[src/sv/cigm_pkg.sv]
// ----------------------------------------------------------------------------
// cigm_pkg
// Shared types, constants and helpers for the case-insensitive glob matcher.
// ----------------------------------------------------------------------------
package cigm_pkg;

    localparam int PATTERN_MAX = 32;

    localparam logic [7:0] CH_STAR  = 8'h2A;
    localparam logic [7:0] CH_ANY   = 8'h3F;
    localparam logic [7:0] CH_LOW_A = 8'h61;
    localparam logic [7:0] CH_LOW_Z = 8'h7A;
    localparam logic [7:0] CASE_GAP = 8'd32;

    typedef enum logic [1:0] {
        ACT_CLEAR  = 2'd0,
        ACT_APPEND = 2'd1,
        ACT_TEXT   = 2'd2,
        ACT_END    = 2'd3
    } action_t;

    typedef struct packed {
        action_t    action;
        logic [7:0] byte_in;
    } in_item_t;

    typedef struct packed {
        logic matched;
        logic pattern_overflow;
    } out_item_t;

    // broadcast from the top level to every cell
    typedef struct packed {
        logic       clear;
        logic       append;
        logic       restart;
        logic       step;
        logic [7:0] folded;
    } cell_ctrl_t;

    // handed from cell i to cell i+1
    typedef struct packed {
        logic carry;   // closed-active and star at position i
        logic adv;     // position i consumed the text byte
        logic filled;  // position i holds a pattern byte
    } cell_link_t;

    function automatic logic [7:0] fold_case(input logic [7:0] c);
        logic [7:0] r;
        r = c;
        if (c >= CH_LOW_A && c <= CH_LOW_Z)
        begin
            r = c - CASE_GAP;
        end
        return r;
    endfunction

endpackage

[src/sv/cigm_if.sv]
// ----------------------------------------------------------------------------
// cigm_item_if / cigm_result_if
// Valid/ready channels carrying input items and match results.
// ----------------------------------------------------------------------------
interface cigm_item_if import cigm_pkg::*; ();
    logic     valid;
    logic     ready;
    in_item_t data;

    modport source (output valid, output data, input ready);
    modport sink   (input valid, input data, output ready);
endinterface

interface cigm_result_if import cigm_pkg::*; ();
    logic      valid;
    logic      ready;
    out_item_t data;

    modport source (output valid, output data, input ready);
    modport sink   (input valid, input data, output ready);
endinterface

[src/sv/case_insensitive_glob_match_core.sv]
// ----------------------------------------------------------------------------
// case_insensitive_glob_match_core
// Whole-text wildcard matcher ('*' and '?'), ASCII case folded.
// ----------------------------------------------------------------------------
// Takes one item per clock. Each pattern position is a cell holding its
// folded byte and an active flag; a text byte updates all positions in the
// same cycle, with star closure rippling along the row of PATTERN_MAX cells,
// which sets the clock path. An end-of-text transfer puts its result in the
// output register on the next cycle; input is stalled only while that
// register is full and not being taken. Pattern bytes past PATTERN_MAX are
// dropped and flagged as overflow until the next clear.
module case_insensitive_glob_match_core import cigm_pkg::*;
(
    input  logic                 clk,
    input  logic                 rst_n,
    cigm_item_if.sink            item,
    cigm_result_if.source        result
);

    localparam int N = PATTERN_MAX;

    cell_ctrl_t       ctrl;
    cell_link_t       link [N+1];
    logic [N-1:0]     hit_vec;
    logic [N-1:0]     act_vec;
    logic [N-1:0]     filled_vec;
    logic             accept;

    logic             tail_act_reg;
    logic             tail_act_next;
    logic             tail_closed;
    logic             overflow_reg;
    logic             overflow_next;
    logic             res_valid_reg;
    logic             res_valid_next;
    out_item_t        res_data_reg;
    out_item_t        res_data_next;

    assign item.ready = !res_valid_reg || result.ready;
    assign accept     = item.valid && item.ready;

    always_comb
    begin
        ctrl.clear   = 1'b0;
        ctrl.append  = 1'b0;
        ctrl.restart = 1'b0;
        ctrl.step    = 1'b0;
        ctrl.folded  = fold_case(item.data.byte_in);
        if (accept)
        begin
            unique case (item.data.action)
                ACT_CLEAR:
                begin
                    ctrl.clear   = 1'b1;
                    ctrl.restart = 1'b1;
                end
                ACT_APPEND:
                begin
                    ctrl.append  = 1'b1;
                    ctrl.restart = 1'b1;
                end
                ACT_TEXT:
                begin
                    ctrl.step    = 1'b1;
                end
                ACT_END:
                begin
                    ctrl.restart = 1'b1;
                end
                default:
                begin
                    ctrl.restart = 1'b1;
                end
            endcase
        end
    end

    assign link[0].carry  = 1'b0;
    assign link[0].adv    = 1'b0;
    assign link[0].filled = 1'b1;

    for (genvar i = 0; i < N; i++)
    begin : g_cell
        cigm_cell u_cell
        (
            .clk      (clk),
            .rst_n    (rst_n),
            .first    (i == 0),
            .ctrl     (ctrl),
            .link_in  (link[i]),
            .link_out (link[i+1]),
            .hit      (hit_vec[i]),
            .active   (act_vec[i])
        );
        assign filled_vec[i] = link[i+1].filled;
    end

    assign tail_closed = tail_act_reg || link[N].carry;

    always_comb
    begin
        tail_act_next = tail_act_reg;
        if (ctrl.restart)
        begin
            tail_act_next = 1'b0;
        end
        else if (ctrl.step)
        begin
            tail_act_next = link[N].adv;
        end

        overflow_next = overflow_reg;
        if (ctrl.clear)
        begin
            overflow_next = 1'b0;
        end
        else if (ctrl.append && link[N].filled)
        begin
            overflow_next = 1'b1;
        end

        res_valid_next = res_valid_reg;
        res_data_next  = res_data_reg;
        if (accept && item.data.action == ACT_END)
        begin
            res_valid_next                 = 1'b1;
            res_data_next.matched          = (|hit_vec) || tail_closed;
            res_data_next.pattern_overflow = overflow_reg;
        end
        else if (result.ready)
        begin
            res_valid_next = 1'b0;
        end
    end

    always_ff @(posedge clk or negedge rst_n)
    begin
        if (!rst_n)
        begin
            tail_act_reg  <= 1'b0;
            overflow_reg  <= 1'b0;
            res_valid_reg <= 1'b0;
        end
        else
        begin
            tail_act_reg  <= tail_act_next;
            overflow_reg  <= overflow_next;
            res_valid_reg <= res_valid_next;
        end
    end

    always_ff @(posedge clk)
    begin
        res_data_reg <= res_data_next;
    end

    assign result.valid = res_valid_reg;
    assign result.data  = res_data_reg;

`ifndef SYNTHESIS
    a_fill_thermo: assert property (@(posedge clk) disable iff (!rst_n)
        ((filled_vec >> 1) & ~filled_vec) == '0)
        else $error("pattern fill is not contiguous");

    a_active_in_range: assert property (@(posedge clk) disable iff (!rst_n)
        (({act_vec[N-1:1], 1'b0} & ~{filled_vec[N-2:0], 1'b1}) == '0)
        && (!tail_act_reg || filled_vec[N-1]))
        else $error("active position beyond pattern length");

    a_clear_empties: assert property (@(posedge clk) disable iff (!rst_n)
        accept && item.data.action == ACT_CLEAR
        |=> filled_vec == '0 && !overflow_reg && act_vec[0])
        else $error("clear did not empty the pattern");

    a_end_gives_result: assert property (@(posedge clk) disable iff (!rst_n)
        accept && item.data.action == ACT_END |=> result.valid)
        else $error("end of text without result");

    a_restart_single: assert property (@(posedge clk) disable iff (!rst_n)
        accept && item.data.action != ACT_TEXT
        |=> $onehot({tail_act_reg, act_vec}) && act_vec[0])
        else $error("restart left extra active positions");
`endif

endmodule

[src/sv/cigm_cell.sv]
// ----------------------------------------------------------------------------
// cigm_cell
// One pattern position: stored byte, fill flag and active flag.
// ----------------------------------------------------------------------------
module cigm_cell import cigm_pkg::*;
(
    input  logic       clk,
    input  logic       rst_n,
    input  logic       first,
    input  cell_ctrl_t ctrl,
    input  cell_link_t link_in,
    output cell_link_t link_out,
    output logic       hit,
    output logic       active
);

    logic [7:0] pat_reg;
    logic       filled_reg;
    logic       filled_next;
    logic       act_reg;
    logic       act_next;
    logic       load;
    logic       closed;
    logic       is_star;
    logic       is_match;

    assign load     = ctrl.append && link_in.filled && !filled_reg;
    assign closed   = act_reg || link_in.carry;
    assign is_star  = filled_reg && (pat_reg == CH_STAR);
    assign is_match = filled_reg && !is_star
                      && ((pat_reg == CH_ANY) || (pat_reg == ctrl.folded));

    assign link_out.carry  = closed && is_star;
    assign link_out.adv    = closed && is_match;
    assign link_out.filled = filled_reg;
    assign hit             = closed && !filled_reg;
    assign active          = act_reg;

    always_comb
    begin
        filled_next = filled_reg;
        if (ctrl.clear)
        begin
            filled_next = 1'b0;
        end
        else if (load)
        begin
            filled_next = 1'b1;
        end

        act_next = act_reg;
        if (ctrl.restart)
        begin
            act_next = first;
        end
        else if (ctrl.step)
        begin
            act_next = (closed && is_star) || link_in.adv;
        end
    end

    always_ff @(posedge clk or negedge rst_n)
    begin
        if (!rst_n)
        begin
            filled_reg <= 1'b0;
            act_reg    <= first;
        end
        else
        begin
            filled_reg <= filled_next;
            act_reg    <= act_next;
        end
    end

    always_ff @(posedge clk)
    begin
        if (load)
        begin
            pat_reg <= ctrl.folded;
        end
    end

endmodule
[src/flat_wrapper.sv]
// flat-port wrapper written by rule: the top's interface ports become plain ports
module case_insensitive_glob_match_core_flat import cigm_pkg::*;
  (clk, rst_n, item_valid, item_data, item_ready, result_valid, result_data, result_ready);
  cigm_item_if item_i ();
  cigm_result_if result_i ();
  input  logic clk;
  input  logic rst_n;
  input wire logic [$bits(item_i.valid)-1:0] item_valid;
  input wire logic [$bits(item_i.data)-1:0] item_data;
  output wire logic [$bits(item_i.ready)-1:0] item_ready;
  output wire logic [$bits(result_i.valid)-1:0] result_valid;
  output wire logic [$bits(result_i.data)-1:0] result_data;
  input wire logic [$bits(result_i.ready)-1:0] result_ready;
  assign item_i.valid = item_valid;
  assign item_i.data = item_data;
  assign item_ready = item_i.ready;
  assign result_valid = result_i.valid;
  assign result_data = result_i.data;
  assign result_i.ready = result_ready;
  case_insensitive_glob_match_core u_core (.clk(clk), .rst_n(rst_n), .item(item_i), .result(result_i));
endmodule
[config.mk]
export PLATFORM = sky130hd
export DESIGN_NAME = case_insensitive_glob_match_core_flat
export DESIGN_NICKNAME = d
export VERILOG_FILES = /design/src/sv/cigm_pkg.sv /design/src/sv/cigm_if.sv /design/src/sv/case_insensitive_glob_match_core.sv /design/src/sv/cigm_cell.sv /design/src/flat_wrapper.sv
export SDC_FILE = /design/constraint.sdc
export NUM_CORES = 1
export LEC_CHECK = 0
export BUFFER_PORTS_ARGS = -buffer_cell sky130_fd_sc_hd__clkbuf_2
export CORE_MARGIN = 5
export CORE_UTILIZATION = 25
export CTS_CLUSTER_DIAMETER = 30
export DETAILED_ROUTE_END_ITERATION = 6
export GPL_ROUTABILITY_DRIVEN = 0
export PLACE_DENSITY_LB_ADDON = 0.08
export SYNTH_ARGS = -nofsm -noshare
export SYNTH_HDL_FRONTEND = slang
export SYNTH_SLANG_ARGS = --single-unit
[constraint.sdc]
create_clock -name clk -period 4.27 [get_ports clk]
set_input_delay 0.2135 -clock clk [delete_from_list [all_inputs] [get_ports clk]]
set_output_delay 0.2135 -clock clk [all_outputs]
set_load 0.03 [all_outputs]
* Yosys cells after proc, flatten, opt, wreduce, memory -nomap -nowiden
Cells that the tools add are included.
** Word-level totals
- Register bits :: 325
- Bits in latches :: 0
- Bits in writable memories :: 0
- Memory bits (read-only) :: 0
- Bits of input ports :: 14
- Output and inout bits :: 4
- Logic and storage cells :: 802
- Memories kept :: 0
** Operators by class
- Add/sub/neg operators :: 1
- $mul :: 0
- Div/mod/pow operators :: 0
- $lt $le $gt $ge :: 2
- Equality and inequality tests :: 99
- Shift operators :: 0
- Mux-type cells :: 140
- Bitwise operators :: 0
- Reductions and logical operators :: 459
** Operators with widths (count)
- 8-bit by 6-bit == test with 1-bit output (second input constant) :: 64
- 1-bit logical AND :: 259
- 8-bit == test :: 32
- 1-bit 2-to-1 mux :: 138
- 1-bit logical OR :: 97
- 2-bit nonzero test :: 35
- 1-bit zero test :: 65
- 32-bit OR reduction :: 1
- 8-bit by 7-bit greater-or-equal comparator with 1-bit output (second input constant) :: 1
- 8-bit by 7-bit <= comparator with 1-bit output (second input constant) :: 1
- 8-bit 2-to-1 mux :: 1
- 8-bit by 6-bit subtractor with 8-bit output (second input constant) :: 1
- 2-bit == test (second input constant) :: 2
- 4-bit 2-to-1 mux :: 1
- 3-bit OR reduction :: 1
- 2-bit by 1-bit == test with 1-bit output (second input constant) :: 1
- 2-bit zero test :: 1

* Longest topological paths before layout
Gate-level depths: netlist (run 1).
- Word-level depth :: 68
- Mapped depth :: 14
- Gate-level depth less buffers :: 11

* Least setup slack after synthesis (run 1)
OpenSTA, ideal clock, no wires.
- Kind :: register to register
- From :: register u_core.g_cell[17].u_cell.pat_reg[5]
- To :: register u_core.g_cell[29].u_cell.act_reg
- Setup time :: 0.126 ns
- Arrival time :: 2.886 ns
- Required time :: 4.144 ns
- Setup slack :: 1.258 ns
- Cell stages (with the launch flop) :: 13
- Path buffers :: 1
- Period minus slack after synthesis :: 3.012 ns
- Cells stage by stage :: edfxtp_1 and3_4 and3_4 a31o_1 a221oi_2 a21oi_1 or3_1 buf_6 a22o_4 a31oi_4 o21bai_2 a32o_2 a221o_1
** On the way
- Cells in the longest elaborated chain, start to end :: 30
- Elaborated cells between the ends (all ways) :: 31
- Those cells by class :: eq/ne (1); mux (2); reduce/logical (28)
** Ends and longest elaborated chain
- start, declared :: line cigm_cell.sv:17 : logic [7:0] pat_reg;
- start signal, assigned :: line cigm_cell.sv:80 : pat_reg <= ctrl.folded;
- 8-bit by 6-bit == test with 1-bit output * :: line cigm_cell.sv:29 : assign is_star = filled_reg && (pat_reg == CH_STAR);
- 1-bit logical AND * :: line cigm_cell.sv:29
- 1-bit logical AND * :: line cigm_cell.sv:33 : assign link_out.carry = closed && is_star;
- 1-bit logical OR * :: line cigm_cell.sv:28 : assign closed = act_reg || link_in.carry;
- 1-bit logical AND * :: line cigm_cell.sv:33
- 1-bit logical OR * :: line cigm_cell.sv:28
- 1-bit logical AND * :: line cigm_cell.sv:33
- 1-bit logical OR * :: line cigm_cell.sv:28
- (+14 left out)
- 1-bit logical AND * :: line cigm_cell.sv:33
- 1-bit logical OR * :: line cigm_cell.sv:28
- 1-bit logical AND :: line cigm_cell.sv:33
- 1-bit logical OR :: line cigm_cell.sv:28
- 1-bit logical AND :: line cigm_cell.sv:58 : act_next = (closed && is_star) || link_in.adv;
- 1-bit logical OR * :: line cigm_cell.sv:58
- 1-bit 2-to-1 mux * :: line cigm_cell.sv:56 : else if (ctrl.step)
- 1-bit 2-to-1 mux * :: line cigm_cell.sv:52 : if (ctrl.restart)
- end signal, assigned :: line cigm_cell.sv:67 : act_reg <= first;
- end signal, assigned :: line cigm_cell.sv:72 : act_reg <= act_next;
- end, declared :: line cigm_cell.sv:20 : logic act_reg;
Mark *: on every way between the ends. The rest lies on a longest branch, timed or not. The select of a mux whose other input is x is not followed.
A chain may end at the register's enable or synchronous reset.

* Final worst setup path (run 1)
- From :: register u_core.g_cell[7].u_cell.filled_reg
- To :: register u_core.res_data_reg (netlist bit u_core.result.data[1]), data pin
** On the way
- Cells in the longest elaborated chain, start to end :: 52
- Elaborated cells between the ends (all ways) :: 79
- Those cells by class :: reduce/logical (79)
** Ends and longest elaborated chain
- start, declared :: line cigm_cell.sv:18 : logic filled_reg;
- start signal, assigned :: line cigm_cell.sv:71 : filled_reg <= filled_next;
- 1-bit logical AND :: line cigm_cell.sv:29
- 1-bit logical AND :: line cigm_cell.sv:33
- 1-bit logical OR :: line cigm_cell.sv:28
- 1-bit logical AND :: line cigm_cell.sv:33
- 1-bit logical OR :: line cigm_cell.sv:28
- 1-bit logical AND :: line cigm_cell.sv:33
- 1-bit logical OR :: line cigm_cell.sv:28
- 1-bit logical AND :: line cigm_cell.sv:33
- (+36 left out)
- 1-bit logical OR :: line cigm_cell.sv:28
- 1-bit logical AND :: line cigm_cell.sv:33
- 1-bit logical OR :: line cigm_cell.sv:28
- 1-bit logical AND :: line cigm_cell.sv:33
- 1-bit logical OR :: line cigm_cell.sv:28
- 1-bit logical AND (on tied branches) :: line cigm_cell.sv:36, cigm_cell.sv:33
- 32-bit OR reduction or 1-bit logical OR (tied branches) :: line case_insensitive_glob_match_core.sv:127, case_insensitive_glob_match_core.sv:98
- 1-bit logical OR * :: line case_insensitive_glob_match_core.sv:127 : res_data_next.matched = (|hit_vec) || tail_closed;
- end signal, assigned :: line case_insensitive_glob_match_core.sv:154 : res_data_reg <= res_data_next;
- end, declared :: line case_insensitive_glob_match_core.sv:36 : out_item_t res_data_reg;
Mark *: on every way between the ends. The rest lies on a longest branch, timed or not.

==> results of run 1 <==
cell families (layout without fill, tap and decap cells):
group	Yosys count	count (layout)
muxes	1	1
adders and majority gates	1	1
DFF	325	325
xor gates and xnor gates	256	256
AOI/OAI and AO/OA	256	256
and+or+nand+nor	561	561
buffers and inverters	85	281
final cells by class:
| cell class | instances | area (um2) | area share |
|---|---|---|---|
| inverters | 26 | 97.6 | 0.00455 |
| clock inverters | 71 | 948 | 0.0442 |
| multi-input cells | 1075 | 6890 | 0.321 |
| clock buffers | 105 | 2370 | 0.111 |
| well taps | 864 | 1080 | 0.0504 |
| flip-flops and latches | 325 | 9430 | 0.439 |
| repair buffers | 79 | 651 | 0.0303 |
per-stage QoR:
step / power, W / instance area (um2) / setup TNS [ps] / std cells
finish: 0.0115 / 21500 / 0 / 2545
global route: 0.0119 / 21500 / 0 / 2545
CTS: 0.0117 / 21500 / 0 / 2545
detailed placement: 0.00429 / 18000 / -377 / 2360
global placement: 0.00429 / 18000 / -247 / 2360
floorplan: 0.00399 / 16600 / 0 / 1485
cells in the final DEF (no fill, tap or decap), types with 6 or more instances in the layout:
| cell | synthesis | final |
|---|---|---|
| nor3_1 | 58 | 57 |
| a31oi_1 | 8 | 8 |
| a21boi_0 | 6 | 6 |
| nand3_1 | 60 | 60 |
| clkinvlp_4 | 0 | 6 |
| nand2_1 | 111 | 111 |
| nand4b_1 | 12 | 12 |
| clkinv_1 | 0 | 21 |
| clkinv_2 | 0 | 14 |
| nor4_1 | 36 | 35 |
| nor2_1 | 132 | 131 |
| dlygate4sd3_1 | 0 | 9 |
| o22ai_1 | 7 | 7 |
| xnor2_1 | 144 | 144 |
| bufinv_16 | 0 | 19 |
| o31ai_1 | 14 | 14 |
| or2_2 | 6 | 6 |
| clkbuf_16 | 0 | 93 |
| buf_4 | 0 | 54 |
| nor4bb_1 | 6 | 6 |
| nor2b_1 | 20 | 20 |
| nand4_1 | 46 | 46 |
| xor2_1 | 112 | 112 |
| and2_1 | 7 | 6 |
| o21ai_0 | 56 | 56 |
| nor4b_1 | 12 | 12 |
| o21bai_1 | 6 | 6 |
| and3_1 | 25 | 25 |
| a21o_1 | 12 | 11 |
| dfrtp_1 | 66 | 66 |
| a41oi_1 | 6 | 6 |
| edfxtp_1 | 258 | 258 |
| clkbuf_2 | 0 | 11 |
| a21oi_1 | 76 | 75 |
| inv_1 | 26 | 26 |
| or3_1 | 7 | 7 |
| clkbuf_1 | 38 | 12 |
final timing paths:
kind / startpoint / depth (start not counted) / end
worst max-delay path: u_core.g_cell[7].u_cell.filled_reg / 11 / u_core.result.data[1]
min in group asynchronous: rst_n / 2 / u_core.g_cell[23].u_cell.active
max in group asynchronous: rst_n / 3 / u_core.g_cell[5].u_cell.active
worst min register to register: u_core.overflow_reg / 0 / u_core.result.data[0]
worst min-delay path: item_data[4] / 1 / u_core.g_cell[14].u_cell.pat_reg[4]
worst max register to register: u_core.g_cell[7].u_cell.filled_reg / 11 / u_core.result.data[1]
critical path, cell delays in order, from the launching register on:
cell and delay [ps]:
dfrtp_1 540, nor2b_1 130, a2111oi_2 470, nand4_1 150, nor4_1 270, o21ai_0 120
a2111oi_1 620, nand4_1 210, nor4_1 310, nand4_1 220, nor4_2 420, nand3_1 230
power groups by stage:
stage / clock (W) / combinational (W) / sequential [W]
2_1_floorplan: 0 / 0.000352 / 0.00364
3_3_place_gp: 0 / 0.000601 / 0.00369
3_5_place_dp: 0 / 0.000599 / 0.00369
4_1_cts: 0.00743 / 0.000610 / 0.00364
5_1_grt: 0.00763 / 0.000658 / 0.00365
6_report: 0.00727 / 0.000596 / 0.00364
timing repair:
item,in CTS,in global routing
endpoints found under the setup margin,1,1
hold endpoints to repair,40,0
hold buffers,9,0
gates resized for setup,3,1
layer usage:
metal | global-route usage | share of wire | vias up
met3 | 0.0259 | 0.039 | 79
met2 | 0.232 | 0.45 | 251
met4 | 0.0490 | 0.020 | 0
li1 | - | - | 5794
met1 | 0.208 | 0.49 | 6222
met5 | 0 | 0 | -
==> reports/metrics.cfg, run 1 <==
[floorplan]
die_x_um=268
start_util=0.252
num_rows=94
fp.coreArea_mm2=0.0659
die_h_um=268
dieArea_mm2=0.0717
ios=18

[synthesis]
synth_fa_ha_area_frac=0.000753
synth_area_mm2=0.0166
yosysSeqAreaShare=0.567
synth_xor_area_frac=0.135
synth_nets=1500
synth.avg_cell_area_um2=11.2
synth_seq_cells=325
synthArstFlopShare=0.206
synth-simple-area-share=0.173
synth-main-ff-cell=edfxtp_1
synth_compound_gate_area_share=0.102
netlist_top_cells_count=edfxtp_1, xnor2_1, nor2_1
synth-edff-count=258
synth_top_family_by_area=simple AND/OR/NAND/NOR gates
yosysMostFrequentCell=edfxtp_1
yosys.area.top_type=edfxtp_1
yosys.area.top_type_share=0.466
yosysUniqueCellTypes=78
synth.area.mux_share=0.000602
ys_top_cells_by_area=edfxtp_1, dfrtp_1, xnor2_1
yosys_warnings=0
synth_cells=1485

[sta]
setup_ws_ps=280
grt_setup_unrepaired=no
fin_crit_sh=0.934
skew_ps=29.9
fmax_mhz=251
fin_crit_ps=3990
worst_pin_slew_ps=1270
finalMaxSlewViolations=0
setup_violations=0
whs_ps=35.6
maxSlewHeadroom=0.149
hold_violations=0

[drt]
antenna_left=0
drcViolationCount=0
num_vias=12300
drt_first_iter_violations=841
vias_per_cell=4.85
wl_mm=53.0
firstDrtPassIters=5
wl_per_cell_um=20.8

[pwr]
p_leak_nw=7.60
p_per_area_mw_per_mm2=536
p_clk_frac=0.632
internal_power_w=0.00886
power_switching_share=0.230
comb_power_share=0.052
seqPwrFrac=0.317
p_switching_w=0.00265
vdd_drop_max_mv=0.265

[placed_design]
dpl_worst_slack_ps=-377
hpwl_mm=34.9
port_buffers=17

[clock_tree]
cts_tree=yes
cts_sinks=325
htreeDepth=3
clockRootBuffer=clkbuf_16
numCtsBuffers=93
clk_latency_ps=630
cts_setup_buffers=0
clk_pin_slew_ps=40
clockBufferDepth=3

[layout]
fin_util=0.326
insertedDiodeCount=0
drive_gt1_frac=0.143
largest_reg_flops=256
area_growth_pct=29.2
n_fill_cell=6553
nets=1615

[setup_path]
worstSetupPathType=flip-flop to flip-flop
endpoint_kind=flip-flop
path_max_fanout=8
regToRegSetupSlack_ps=280
critPathArrivalTime_ps=4310
required_ps=4590
start_kind=flip-flop

[min_path]
hold_path.class=input port to flip-flop

[flow_run]
maxCapViolations=0

[global_route]
grt_usage=0.148
grt_max_degree=39
grt_pass1_wl_mm=81.4
grt_pass1_vias=12900
antenna_found_initial=0
overflow=0

[status]
outcome=complete, no violations

(Power assumes the default switching activity.)
==> inputs of run 2 (changes only) <==
- CORE_UTILIZATION: 25 -> 55
==> run 2 against run 1 <==
Against the previous run:
- flip-flop and latch count unchanged
- final area is 8.2% lower
- critical path depth shrank 1
- power decreased by 18%
- cell count decreased by 21%
- critical path type unchanged
- critical endpoint unchanged
- combinational power shrank 13%
- fmax increased by 5.0%
==> reports/metrics.cfg, run 2 (synthesis gave the netlist of run 1 again) <==
[status]
outcome=complete, no violations

[global_route]
gr-usage-met1=0.368
antenna_found_initial=1
overflow=0
grt.busiest_layer=met2
grt_pass1_wl_mm=67.1
grt_usage=0.251
grt_pass1_vias=12000
grt.met3_usage=0.0493
grt_max_degree=68
grt_util_met2=0.383

[layout]
final_common_cell=edfxtp_1
final_area_mm2=0.0197
n_fill_cell=2224
drive_gt1_frac=0.122
layout_common_cells=edfxtp_1, xnor2_1, nor2_1, xor2_1, nand2_1
insertedDiodeCount=0
largest_reg_flops=256
nets=1570
area_growth_pct=18.5

[pwr]
internal_power_w=0.00727
p_switching_w=0.00219
vdd_drop_max_mv=0.313
seqPwrFrac=0.386
comb_power_share=0.055
p_clk_frac=0.560
p_leak_nw=7.01
power_switching_share=0.232
p_per_area_mw_per_mm2=481

[sta]
setup_violations=0
grt_setup_unrepaired=no
finalSetupTns_ps=0
fmax_mhz=263
skew_ps=17.9
maxSlewHeadroom=0.213
worst_pin_slew_ps=1170
hold_violations=0
fin_crit_ps=3800
finalMaxSlewViolations=0
whs_ps=21.2
fin_crit_sh=0.889

[floorplan]
num_rows=63
die_h_um=184
die_x_um=184
dieArea_mm2=0.0338
ios=18
fp.coreArea_mm2=0.0297
start_util=0.559

[placed_design]
hpwl_mm=27.9
place_area_mm2=0.0173
port_buffers=17

[setup_path]
crit_path_cell_trace=o22ai_1, or4_1, nor4_1, o21ai_0, a2111oi_1, nand4_1, nor4_1, nand4_1, nor4_1, nand3_1
critPathArrivalTime_ps=4060
required_ps=4530
cp-startpoint=u_core.g_cell[17].u_cell.filled_reg
cp_slowest_cell=dfrtp_1
r2r_start=u_core.g_cell[17].u_cell.filled_reg
crit_top_cell=nor4_1
start_kind=flip-flop
endpoint_kind=flip-flop
path_max_fanout=11
worstSetupPathType=flip-flop to flip-flop
slowest_delay_ps=660

[clock_tree]
numCtsBuffers=70
cts_sinks=325
clockRootBuffer=clkbuf_16
clk_latency_ps=550
htreeDepth=3
clockBufferDepth=3
clk_pin_slew_ps=50
cts_tree=yes

[drt]
antenna_left=0
wl_per_cell_um=20.9
vias_per_cell=6.05
drcViolationCount=0
num_vias=12100
wl_mm=41.9
firstDrtPassIters=5
drt_first_iter_violations=1214

[flow_run]
maxCapViolations=0

[min_path]
hp-start=item_data[8]
hold_path.class=input port to flip-flop

run 2: cell types whose count changed in the layout (fill, tap and decap cells not counted), sizes merged:
cell,previous run,this run
clkinv,41,25
clkbuf,116,86
dlygate4sd3,9,2
buf,59,44
clkinvlp,6,9
bufinv,19,9
inv,31,36
run 2: routing by layer:
metal  vias up  routed length, um
li1       5665                  -
met1      5924              19200
met2       440              18800
met3        70               2970
met4         0                884
met5         -                  0
run 2: worst paths after layout:
| path | to | slack (ps) | cells after the start |
|---|---|---|---|
| hold / removal | u_core.result.valid | 20 | 3 |
| hold reg to reg | u_core.result.data[0] | 460 | 0 |
| min in group asynchronous | u_core.g_cell[23].u_cell.filled_reg | 320 | 2 |
| max in group asynchronous | u_core.g_cell[31].u_cell.filled_reg | 3300 | 2 |
| setup / recovery | u_core.result.data[1] | 470 | 10 |
| setup reg to reg | u_core.result.data[1] | 470 | 10 |
run 2: area by class of cell:
type	instances	area [um2]	area share
repair buffers	57	455	0.0231
inverters	26	97.6	0.00495
clock inverters	53	581	0.0295
multi-input cells	1075	6880	0.349
flip-flops and latches	325	9430	0.478
well taps	390	488	0.0248
clock buffers	75	1770	0.0899
run 2: worst max-delay path: cells and delay by family (launching register included):
| family | cells | cell delay [ps] |
|---|---|---|
| flops | 1 | 660 |
| compound gates | 3 | 860 |
| simple gates | 7 | 2020 |
run 2: power groups by stage:
stage | clock network, W | registers [W] | logic [W]
floorplan | 0 | 0.00364 | 0.000352
global placement | 0 | 0.00370 | 0.000507
detailed placement | 0 | 0.00370 | 0.000514
CTS | 0.00537 | 0.00365 | 0.000520
global route | 0.00555 | 0.00366 | 0.000571
finish | 0.00530 | 0.00365 | 0.000517
run 2: what timing repair did:
action                                  CTS  global route
buffers inserted                          0             0
hold endpoints to repair                 67             0
hold buffers                              2             0
endpoints found under the setup margin    0             1
gates resized for setup                   0             2
run 2: per-stage QoR:
step	total power, W	util	instances	worst slack (ps)
6_report	0.00947	0.663	2001	472
5_1_grt	0.00979	0.663	2001	62.9
4_1_cts	0.00954	0.663	2001	374
3_5_place_dp	0.00422	0.583	1871	430
3_3_place_gp	0.00420	0.583	1871	476
2_1_floorplan	0.00399	-	1485	1260
